==> src/sv/gmap_pkg.sv <==
package gmap_pkg;

    localparam logic [2:0] OP_LOAD   = 3'd0;
    localparam logic [2:0] OP_CANGO  = 3'd1;
    localparam logic [2:0] OP_FIND   = 3'd2;
    localparam logic [2:0] OP_MOVE   = 3'd3;
    localparam logic [2:0] OP_LEAVE  = 3'd4;
    localparam logic [2:0] OP_PATH   = 3'd5;
    localparam logic [2:0] OP_RDPATH = 3'd6;

    localparam logic [1:0] CFG_MIN_X = 2'd0;
    localparam logic [1:0] CFG_MAX_X = 2'd1;
    localparam logic [1:0] CFG_MIN_Y = 2'd2;
    localparam logic [1:0] CFG_MAX_Y = 2'd3;

    localparam int HEUR_W    = 10;
    localparam int STEP_COST = 10;

    typedef logic [4:0] t_uop;

    localparam t_uop U_NOP        = 5'd0;
    localparam t_uop U_LATCH      = 5'd1;
    localparam t_uop U_CLR_MAP    = 5'd2;
    localparam t_uop U_RD_T       = 5'd3;
    localparam t_uop U_RD_F       = 5'd4;
    localparam t_uop U_LOAD       = 5'd5;
    localparam t_uop U_CANGO      = 5'd6;
    localparam t_uop U_FIND       = 5'd7;
    localparam t_uop U_MV_CHK     = 5'd8;
    localparam t_uop U_MV_CLR     = 5'd9;
    localparam t_uop U_MV_WR      = 5'd10;
    localparam t_uop U_LEAVE      = 5'd11;
    localparam t_uop U_S_CLR      = 5'd12;
    localparam t_uop U_SEED       = 5'd13;
    localparam t_uop U_SCAN_START = 5'd14;
    localparam t_uop U_SCAN       = 5'd15;
    localparam t_uop U_CLOSE      = 5'd16;
    localparam t_uop U_NB_RD      = 5'd17;
    localparam t_uop U_NB_EV      = 5'd18;
    localparam t_uop U_P_INIT     = 5'd19;
    localparam t_uop U_P_STEP     = 5'd20;
    localparam t_uop U_P_BACK     = 5'd21;
    localparam t_uop U_P_DONE     = 5'd22;
    localparam t_uop U_P_FAIL     = 5'd23;
    localparam t_uop U_RD_PATH    = 5'd24;
    localparam t_uop U_RD_OUT     = 5'd25;
    localparam t_uop U_PUSH       = 5'd26;

    typedef struct packed {
        t_uop uop;
    } t_cmd;

    typedef struct packed {
        logic [2:0] op;
        logic       tin;
        logic       fin;
        logic       cnt_last;
        logic       dir_last;
        logic       best_v;
        logic       is_goal;
        logic       at_start;
    } t_stat;

    function automatic logic signed [16:0] row_step(input logic [1:0] d);
        logic signed [16:0] s;
        unique case (d)
            2'd0: s = 17'sd1;
            2'd1: s = -17'sd1;
            default: s = 17'sd0;
        endcase
        return s;
    endfunction

    function automatic logic signed [16:0] col_step(input logic [1:0] d);
        logic signed [16:0] s;
        unique case (d)
            2'd2: s = -17'sd1;
            2'd3: s = 17'sd1;
            default: s = 17'sd0;
        endcase
        return s;
    endfunction

endpackage

==> src/sv/gmap_ctrl.sv <==
module gmap_ctrl (
    input  logic            i_clk,
    input  logic            i_rst_n,
    input  logic            i_in_valid,
    output logic            o_in_ready,
    output logic            o_out_valid,
    input  logic            i_out_ready,
    input  gmap_pkg::t_stat i_stat,
    output gmap_pkg::t_cmd  o_cmd
);

    localparam logic [4:0] S_CLR   = 5'd0;
    localparam logic [4:0] S_IDLE  = 5'd1;
    localparam logic [4:0] S_DISP  = 5'd2;
    localparam logic [4:0] S_CANGO = 5'd3;
    localparam logic [4:0] S_FIND  = 5'd4;
    localparam logic [4:0] S_MV1   = 5'd5;
    localparam logic [4:0] S_MV2   = 5'd6;
    localparam logic [4:0] S_MV3   = 5'd7;
    localparam logic [4:0] S_LV    = 5'd8;
    localparam logic [4:0] S_SCLR  = 5'd9;
    localparam logic [4:0] S_SEED  = 5'd10;
    localparam logic [4:0] S_SCAN0 = 5'd11;
    localparam logic [4:0] S_SCAN  = 5'd12;
    localparam logic [4:0] S_SCANE = 5'd13;
    localparam logic [4:0] S_SEL   = 5'd14;
    localparam logic [4:0] S_NBR   = 5'd15;
    localparam logic [4:0] S_NBE   = 5'd16;
    localparam logic [4:0] S_PINIT = 5'd17;
    localparam logic [4:0] S_PSTEP = 5'd18;
    localparam logic [4:0] S_PBACK = 5'd19;
    localparam logic [4:0] S_PDONE = 5'd20;
    localparam logic [4:0] S_RDP   = 5'd21;
    localparam logic [4:0] S_PUSH  = 5'd22;

    logic [4:0] r_state, n_state;
    logic       r_out_v, n_out_v;

    always_comb begin
        n_state   = r_state;
        o_cmd.uop = gmap_pkg::U_NOP;
        n_out_v   = r_out_v && !i_out_ready;
        unique case (r_state)
            S_CLR: begin
                o_cmd.uop = gmap_pkg::U_CLR_MAP;
                if (i_stat.cnt_last) begin
                    n_state = S_IDLE;
                end
            end
            S_IDLE: begin
                if (i_in_valid) begin
                    o_cmd.uop = gmap_pkg::U_LATCH;
                    n_state   = S_DISP;
                end
            end
            S_DISP: begin
                unique case (i_stat.op)
                    gmap_pkg::OP_LOAD: begin
                        o_cmd.uop = gmap_pkg::U_LOAD;
                        n_state   = S_PUSH;
                    end
                    gmap_pkg::OP_CANGO: begin
                        o_cmd.uop = gmap_pkg::U_RD_T;
                        n_state   = S_CANGO;
                    end
                    gmap_pkg::OP_FIND: begin
                        o_cmd.uop = gmap_pkg::U_RD_T;
                        n_state   = S_FIND;
                    end
                    gmap_pkg::OP_MOVE: begin
                        o_cmd.uop = gmap_pkg::U_RD_T;
                        n_state   = S_MV1;
                    end
                    gmap_pkg::OP_LEAVE: begin
                        o_cmd.uop = gmap_pkg::U_RD_F;
                        n_state   = S_LV;
                    end
                    gmap_pkg::OP_PATH: begin
                        if (i_stat.tin && i_stat.fin) begin
                            n_state = S_SCLR;
                        end else begin
                            o_cmd.uop = gmap_pkg::U_P_FAIL;
                            n_state   = S_PUSH;
                        end
                    end
                    gmap_pkg::OP_RDPATH: begin
                        o_cmd.uop = gmap_pkg::U_RD_PATH;
                        n_state   = S_RDP;
                    end
                    default: begin
                        n_state = S_PUSH;
                    end
                endcase
            end
            S_CANGO: begin
                o_cmd.uop = gmap_pkg::U_CANGO;
                n_state   = S_PUSH;
            end
            S_FIND: begin
                o_cmd.uop = gmap_pkg::U_FIND;
                n_state   = S_PUSH;
            end
            S_MV1: begin
                o_cmd.uop = gmap_pkg::U_MV_CHK;
                n_state   = S_MV2;
            end
            S_MV2: begin
                o_cmd.uop = gmap_pkg::U_MV_CLR;
                n_state   = S_MV3;
            end
            S_MV3: begin
                o_cmd.uop = gmap_pkg::U_MV_WR;
                n_state   = S_PUSH;
            end
            S_LV: begin
                o_cmd.uop = gmap_pkg::U_LEAVE;
                n_state   = S_PUSH;
            end
            S_SCLR: begin
                o_cmd.uop = gmap_pkg::U_S_CLR;
                if (i_stat.cnt_last) begin
                    n_state = S_SEED;
                end
            end
            S_SEED: begin
                o_cmd.uop = gmap_pkg::U_SEED;
                n_state   = S_SCAN0;
            end
            S_SCAN0: begin
                o_cmd.uop = gmap_pkg::U_SCAN_START;
                n_state   = S_SCAN;
            end
            S_SCAN: begin
                o_cmd.uop = gmap_pkg::U_SCAN;
                if (i_stat.cnt_last) begin
                    n_state = S_SCANE;
                end
            end
            S_SCANE: begin
                n_state = S_SEL;
            end
            S_SEL: begin
                if (!i_stat.best_v) begin
                    o_cmd.uop = gmap_pkg::U_P_FAIL;
                    n_state   = S_PUSH;
                end else begin
                    o_cmd.uop = gmap_pkg::U_CLOSE;
                    n_state   = i_stat.is_goal ? S_PINIT : S_NBR;
                end
            end
            S_NBR: begin
                o_cmd.uop = gmap_pkg::U_NB_RD;
                n_state   = S_NBE;
            end
            S_NBE: begin
                o_cmd.uop = gmap_pkg::U_NB_EV;
                n_state   = i_stat.dir_last ? S_SCAN0 : S_NBR;
            end
            S_PINIT: begin
                o_cmd.uop = gmap_pkg::U_P_INIT;
                n_state   = S_PSTEP;
            end
            S_PSTEP: begin
                o_cmd.uop = gmap_pkg::U_P_STEP;
                n_state   = i_stat.at_start ? S_PDONE : S_PBACK;
            end
            S_PBACK: begin
                o_cmd.uop = gmap_pkg::U_P_BACK;
                n_state   = S_PSTEP;
            end
            S_PDONE: begin
                o_cmd.uop = gmap_pkg::U_P_DONE;
                n_state   = S_PUSH;
            end
            S_RDP: begin
                o_cmd.uop = gmap_pkg::U_RD_OUT;
                n_state   = S_PUSH;
            end
            S_PUSH: begin
                if (!r_out_v || i_out_ready) begin
                    o_cmd.uop = gmap_pkg::U_PUSH;
                    n_out_v   = 1'b1;
                    n_state   = S_IDLE;
                end
            end
            default: begin
                n_state = S_IDLE;
            end
        endcase
    end

    always_ff @(posedge i_clk) begin
        if (!i_rst_n) begin
            r_state <= S_CLR;
            r_out_v <= 1'b0;
        end else begin
            r_state <= n_state;
            r_out_v <= n_out_v;
        end
    end

    assign o_in_ready  = (r_state == S_IDLE);
    assign o_out_valid = r_out_v;

endmodule

==> config.mk <==
export PLATFORM = sky130hd
export DESIGN_NAME = gmap_ctrl
export DESIGN_NICKNAME = d
export VERILOG_FILES = /design/src/sv/gmap_pkg.sv /design/src/sv/gmap_ctrl.sv
export SDC_FILE = /design/constraint.sdc
export NUM_CORES = 1
export LEC_CHECK = 0
export BUFFER_PORTS_ARGS = -buffer_cell sky130_fd_sc_hd__buf_4
export CORE_UTILIZATION = 40
export CTS_CLUSTER_SIZE = 20
export DETAILED_ROUTE_END_ITERATION = 7
export SYNTH_ARGS = -nofsm -noshare
export SYNTH_HDL_FRONTEND = slang
export SYNTH_SLANG_ARGS = --single-unit
==> constraint.sdc <==
create_clock -name i_clk -period 3.65 [get_ports i_clk]
set_input_delay 0.73 -clock i_clk [delete_from_list [all_inputs] [get_ports i_clk]]
set_output_delay 0.73 -clock i_clk [all_outputs]
set_load 0.03 [all_outputs]
==> results.json, run 1 <==
{
  "status": "finished, final reports clean",
  "hpwlAfterDp_um": 2110,
  "synth_cell_types": 45,
  "crit_start": "r_state[0]",
  "seq_area_frac_synth_pct": 12.0,
  "netlist_top_cells_area": "dfxtp_1, nand2_1, o21ai_0",
  "antenna_found_initial": 0,
  "max_cap_violations": 0,
  "ir_drop_v": 0.000248,
  "synth_compound_area_share_pct": 38.1,
  "rsz0062_at_grt": "no",
  "drive_gt1_share_pct": 17.3,
  "grt_max_degree": 33,
  "synth_most_common_cell": "nand2_1",
  "slew_headroom_pct": 36.7,
  "die_x_um": 51.9,
  "setup_viol": 0,
  "postSynthCellCount": 158,
  "post-route-period-util_pct": 75.7,
  "post_cts_resize_count": 0,
  "endpoint_kind": "output port",
  "ys.flop_type": "dfxtp_1",
  "root_buffer": "clkbuf_4",
  "synth-xor-area-share_pct": 1.76,
  "leakage_nw": 0.409,
  "synth_common_cells": "nand2_1, o21ai_0, a21oi_1",
  "rr_endpoint": "r_state[3]",
  "powerDensity_mw_per_mm2": 354,
  "ys_seq_elements": 6,
  "p_int_mw": 0.209,
  "clock.fmax_ghz": 0.362,
  "cts_buffer_depth": 2,
  "tns_ns": 0,
  "seq_power_share_pct": 26.2,
  "dieArea_mm2": 0.00270,
  "finish.net_count": 184,
  "grt_pass1_wl_um": 5210,
  "netlist_area_um2": 997,
  "switching_power_mw": 0.191,
  "rows": 17,
  "ys_warn_count": 0,
  "grt_usage_pct": 25.7,
  "synth_edf_count": 0,
  "post_cts_buffers": 0,
  "endpoint": "o_cmd[1]",
  "pwr-share-comb_pct": 58.8,
  "synth_top_family_by_area": "compound AO/OA/AOI/OAI gates",
  "vias": 1199,
  "synth_nets": 172,
  "worst-setup-path-type": "flop to output port",
  "cts_tree": "yes",
  "ioPinCount": 21,
  "grt_pass1_vias": 1058,
  "initial_core_util_pct": 43.8,
  "die_y_um": 51.9,
  "pwr-share-clk_pct": 15.0,
  "synth_top_area_share_pct": 12.0,
  "crit_arrival_ns": 2.03,
  "port_buffers": 20,
  "fin_skew_ns": 0.00458,
  "syn_area_per_cell_um2": 6.31,
  "grt_overflow_total": 0,
  "ctsHtreeMaxLevel": 1,
  "holdWs_ns": 0.688,
  "drtAntennaViolNets": 0,
  "hold_buffers": 0,
  "slowest_delay_ns": 0.93,
  "tightest_slew_ns": 0.948,
  "r2r_setup_slack_ns": 1.69,
  "drc": 0,
  "yosysTopAreaCell": "dfxtp_1",
  "slowest_stage": "dfxtp_1",
  "place_congestion": 0.824,
  "clk_latency_ns": 0.24,
  "wl_per_cell_um": 14.8,
  "synthSimpleGateAreaFrac_pct": 35.0,
  "totalWireLength_um": 2910,
  "crit_path_start_kind": "flop",
  "synthAdderAreaFrac_pct": 0,
  "clk_pin_slew_ns": 0.04,
  "area_growth_pct": 13.3,
  "rr_startpoint": "r_state[0]",
  "ff2ff_path_depth": 5,
  "switching_share_pct": 47.8,
  "cts_sinks": 6,
  "power_mw": 0.400,
  "dr.pass1.iters": 4,
  "critPathMaxFanout": 32,
  "vias_per_cell": 6.12,
  "slew_violations": 0,
  "diodes": 0,
  "crit_chain": "nor2b_1, and2_1, nand2_1, o221ai_1, buf_4",
  "hp-class": "flop to flop",
  "drt_iter0_markers": 36,
  "required_ns": 2.92,
  "async_reset_ff_share_pct": 0,
  "final_hold_viol_count": 0,
  "cts_inserted_buffers": 3,
  "synthMuxAreaShare_pct": 2.13,
  "core-area_mm2": 0.00228,
  "min_period_ns": 2.76
}
[sequential cells by signal (all words and copies together) (netlist names)]
register	cells
r_state	5
o_out_valid	1
[cells by family after synthesis]
| kind of cell | count (synthesis) |
|---|---|
| flops | 6 |
| xor+xnor | 2 |
| simple gates | 70 |
| mux | 2 |
| compound gates | 59 |
| buf+inv | 19 |
[cell usage in the layout (no fill, tap or decap), types with 6 or more instances in the layout]
master / instances
o21ai_0: 14
a21oi_1: 13
buf_4: 23
dfxtp_1: 6
nand2b_1: 6
nor3_1: 8
nor2_1: 12
nand3_1: 6
nand2_1: 20
[metrics by stage]
stage               cell area, um2  worst slack, ns  instances  utilization, %
floorplan                      997            0.988        158               -
global placement              1110             1.20        193            48.7
detailed placement            1110             1.17        193            48.7
CTS                           1130            0.906        196            49.6
global route                  1130            0.695        196            49.6
finish                        1130            0.885        196            49.6
[layout make-up]
| class | instances | area (um2) |
|---|---|---|
| Multi-Input combinational cell | 133 | 768 |
| Tap cell | 28 | 35.0 |
| Inverter | 3 | 11.3 |
| Fill cell | 237 | 1150 |
| Timing Repair Buffer | 23 | 173 |
| Sequential cell | 6 | 120 |
| Clock buffer | 3 | 22.5 |
[power groups by stage]
| stage | Sequential [mW] | Combinational [mW] | Clock [mW] |
|---|---|---|---|
| floorplan | 0.0779 | 0.196 | 0 |
| global placement | 0.104 | 0.233 | 0 |
| detailed placement | 0.105 | 0.233 | 0 |
| CTS | 0.104 | 0.234 | 0.0630 |
| global route | 0.109 | 0.263 | 0.0702 |
| finish | 0.105 | 0.236 | 0.0599 |
[layer usage]
metal / vias up / wire length [um] / global-route usage, %
met5: - / 0 / 0
met4: 0 / 11 / 4.95
met3: 2 / 159 / 3.80
met2: 36 / 1300 / 36.8
met1: 549 / 1440 / 39.6
li1: 612 / - / -
[critical path, delay by kind of cell, from the launching register on]
| family | cells | cell delay (ns) |
|---|---|---|
| flops | 1 | 0.93 |
| simple gates | 3 | 0.55 |
| buf+inv | 1 | 0.18 |
| compound gates | 1 | 0.11 |
[worst min path at each step]
stage / from / to / slack, ns / cells after the start
after detailed placement: o_out_valid / o_out_valid / 0.68 / 2
after global routing: o_out_valid / o_out_valid / 0.71 / 2
after global placement: o_out_valid / o_out_valid / 0.66 / 2
final: o_out_valid / o_out_valid / 0.69 / 2
after floorplan: r_state[1] / r_state[1] / 0.62 / 4
after CTS: o_out_valid / o_out_valid / 0.69 / 2
Note: power is estimated with default switching activity, not from simulation.
==> run 2, diff against run 1 <==
==> constraint.sdc (replaced) <==
create_clock -name i_clk -period 2.55 [get_ports i_clk]
set_input_delay 0.51 -clock i_clk [delete_from_list [all_inputs] [get_ports i_clk]]
set_output_delay 0.51 -clock i_clk [all_outputs]
set_load 0.03 [all_outputs]
==> run 2 against run 1 <==
- via count increased by 4.1%
- final cell count increased by 1.5%
- hold slack got worse by 0.16 ns
- cell area increased by 2.0%
- critical path depth unchanged
- clock skew increased by 0.0035 ns
- non-clock buffer count increased by 3
- first-iteration DRC count increased by 75%
- highest routed layer unchanged
==> results.json, run 2 (synthesis gave the netlist of run 1 again) <==
{
  "ioPinCount": 21,
  "post-route-period-util_pct": 91.4,
  "vias": 1248,
  "cts_tree": "yes",
  "dp.cells": 196,
  "place_congestion": 0.878,
  "drc": 0,
  "totalWireLength_um": 2840,
  "rsz0062_at_grt": "no",
  "setup_viol": 0,
  "hpwlAfterDp_um": 2170,
  "cts_buffer_depth": 2,
  "worst-setup-path-type": "flop to output port",
  "root_buffer": "clkbuf_4",
  "rows": 17,
  "grt_overflow_total": 0,
  "max_cap_violations": 0,
  "post_cts_buffers": 0,
  "grt_pass1_wl_um": 4750,
  "wl_per_cell_um": 14.2,
  "finalWorstSetupSlack_ns": 0.218,
  "tightest_slew_ns": 0.461,
  "layout_commonest_cell": "buf_4",
  "largest_reg_flops": 5,
  "drive_gt1_share_pct": 18.7,
  "ctsHtreeMaxLevel": 1,
  "dieArea_mm2": 0.00270,
  "grt_pass1_vias": 1041,
  "powerDensity_mw_per_mm2": 504,
  "post_cts_resize_count": 0,
  "drt_iter0_markers": 63,
  "die_y_um": 51.9,
  "core-area_mm2": 0.00228,
  "clock.fmax_ghz": 0.429,
  "status": "finished, final reports clean",
  "antenna_found_initial": 0,
  "layout_common_cells": "buf_4, nand2_1, o21ai_0",
  "ir_drop_v": 0.000345,
  "port_buffers": 20,
  "slowest_delay_ns": 0.55,
  "placed_area_mm2": 0.00113,
  "largest_register": "r_state",
  "fin_cells": 199,
  "area_growth_pct": 15.6,
  "clk_latency_ns": 0.24,
  "holdWs_ns": 0.529,
  "utilization_pct": 50.6,
  "grt_max_degree": 27,
  "dp_slack_ns": 0.457,
  "ff2ff_path_depth": 6,
  "hp-class": "input port to flop",
  "holdPathStages": 3,
  "slew_headroom_pct": 69.0,
  "fin_skew_ns": 0.00806,
  "fill_cells": 239,
  "vias_per_cell": 6.27,
  "clk_pin_slew_ns": 0.05,
  "endpoint_kind": "output port",
  "cts_inserted_buffers": 3,
  "final_hold_viol_count": 0,
  "critPathMaxFanout": 14,
  "cts_sinks": 6,
  "crit_chain": "nor2b_1, and2_1, nand2_1, o221ai_1, buf_4",
  "drtAntennaViolNets": 0,
  "leakage_nw": 0.423,
  "min_period_ns": 2.33,
  "initial_core_util_pct": 43.8,
  "grt_usage_pct": 23.4,
  "diodes": 0,
  "crit_path_start_kind": "flop",
  "die_x_um": 51.9,
  "tns_ns": 0,
  "slew_violations": 0,
  "design_area_mm2": 0.00115,
  "power_mw": 0.580,
  "hold_buffers": 0,
  "required_ns": 2.04,
  "slowest_stage": "dfxtp_1",
  "finish.net_count": 187,
  "dr.pass1.iters": 4,
  "crit_arrival_ns": 1.82
}
[run 2: changes by cell type in the layout (fill, tap and decap cells not counted)]
cell,previous run,this run
buf_4,23,26
[run 2: final cells by class]
cell class | count | area, um2 | area share, %
multi-input combinational | 133 | 768 | 66.7
timing repair buffer | 26 | 195 | 16.9
sequential | 6 | 120 | 10.4
tap | 28 | 35.0 | 3.04
clock buffer | 3 | 22.5 | 1.95
inverter | 3 | 11.3 | 0.977
[run 2: per-layer routing]
metal / up-vias / routed length, um / GRT usage [%]
met2: 59 / 1270 / 32.9
met3: 10 / 227 / 3.51
li1: 608 / - / -
met4: 0 / 79 / 12.2
met1: 571 / 1260 / 33.6
met5: - / 0 / 0
[run 2: worst paths after layout]
| kind | slack (ns) | from | endpoint |
|---|---|---|---|
| min | 0.53 | i_rst_n | r_state[1] |
| max | 0.22 | r_state[1] | o_cmd[1] |
| max reg2reg | 0.80 | r_state[3] | r_state[2] |
| min reg2reg | 0.63 | r_state[2] | r_state[2] |
[run 2: critical path, delay by kind of cell, from the launching register on]
kind                   cells  cell delay (ns)
buffers and inverters      1             0.19
AO/OA/AOI/OAI              1             0.19
AND/OR/NAND/NOR            3             0.65
flip-flops                 1             0.55
[run 2: where the power goes]
part	internal (mW)	switching, mW	total [mW]	leakage, nW
combinational	0.149	0.222	0.371	0.361
sequential	0.103	0.0197	0.123	0.0487
clock	0.0532	0.0334	0.0866	0.0138
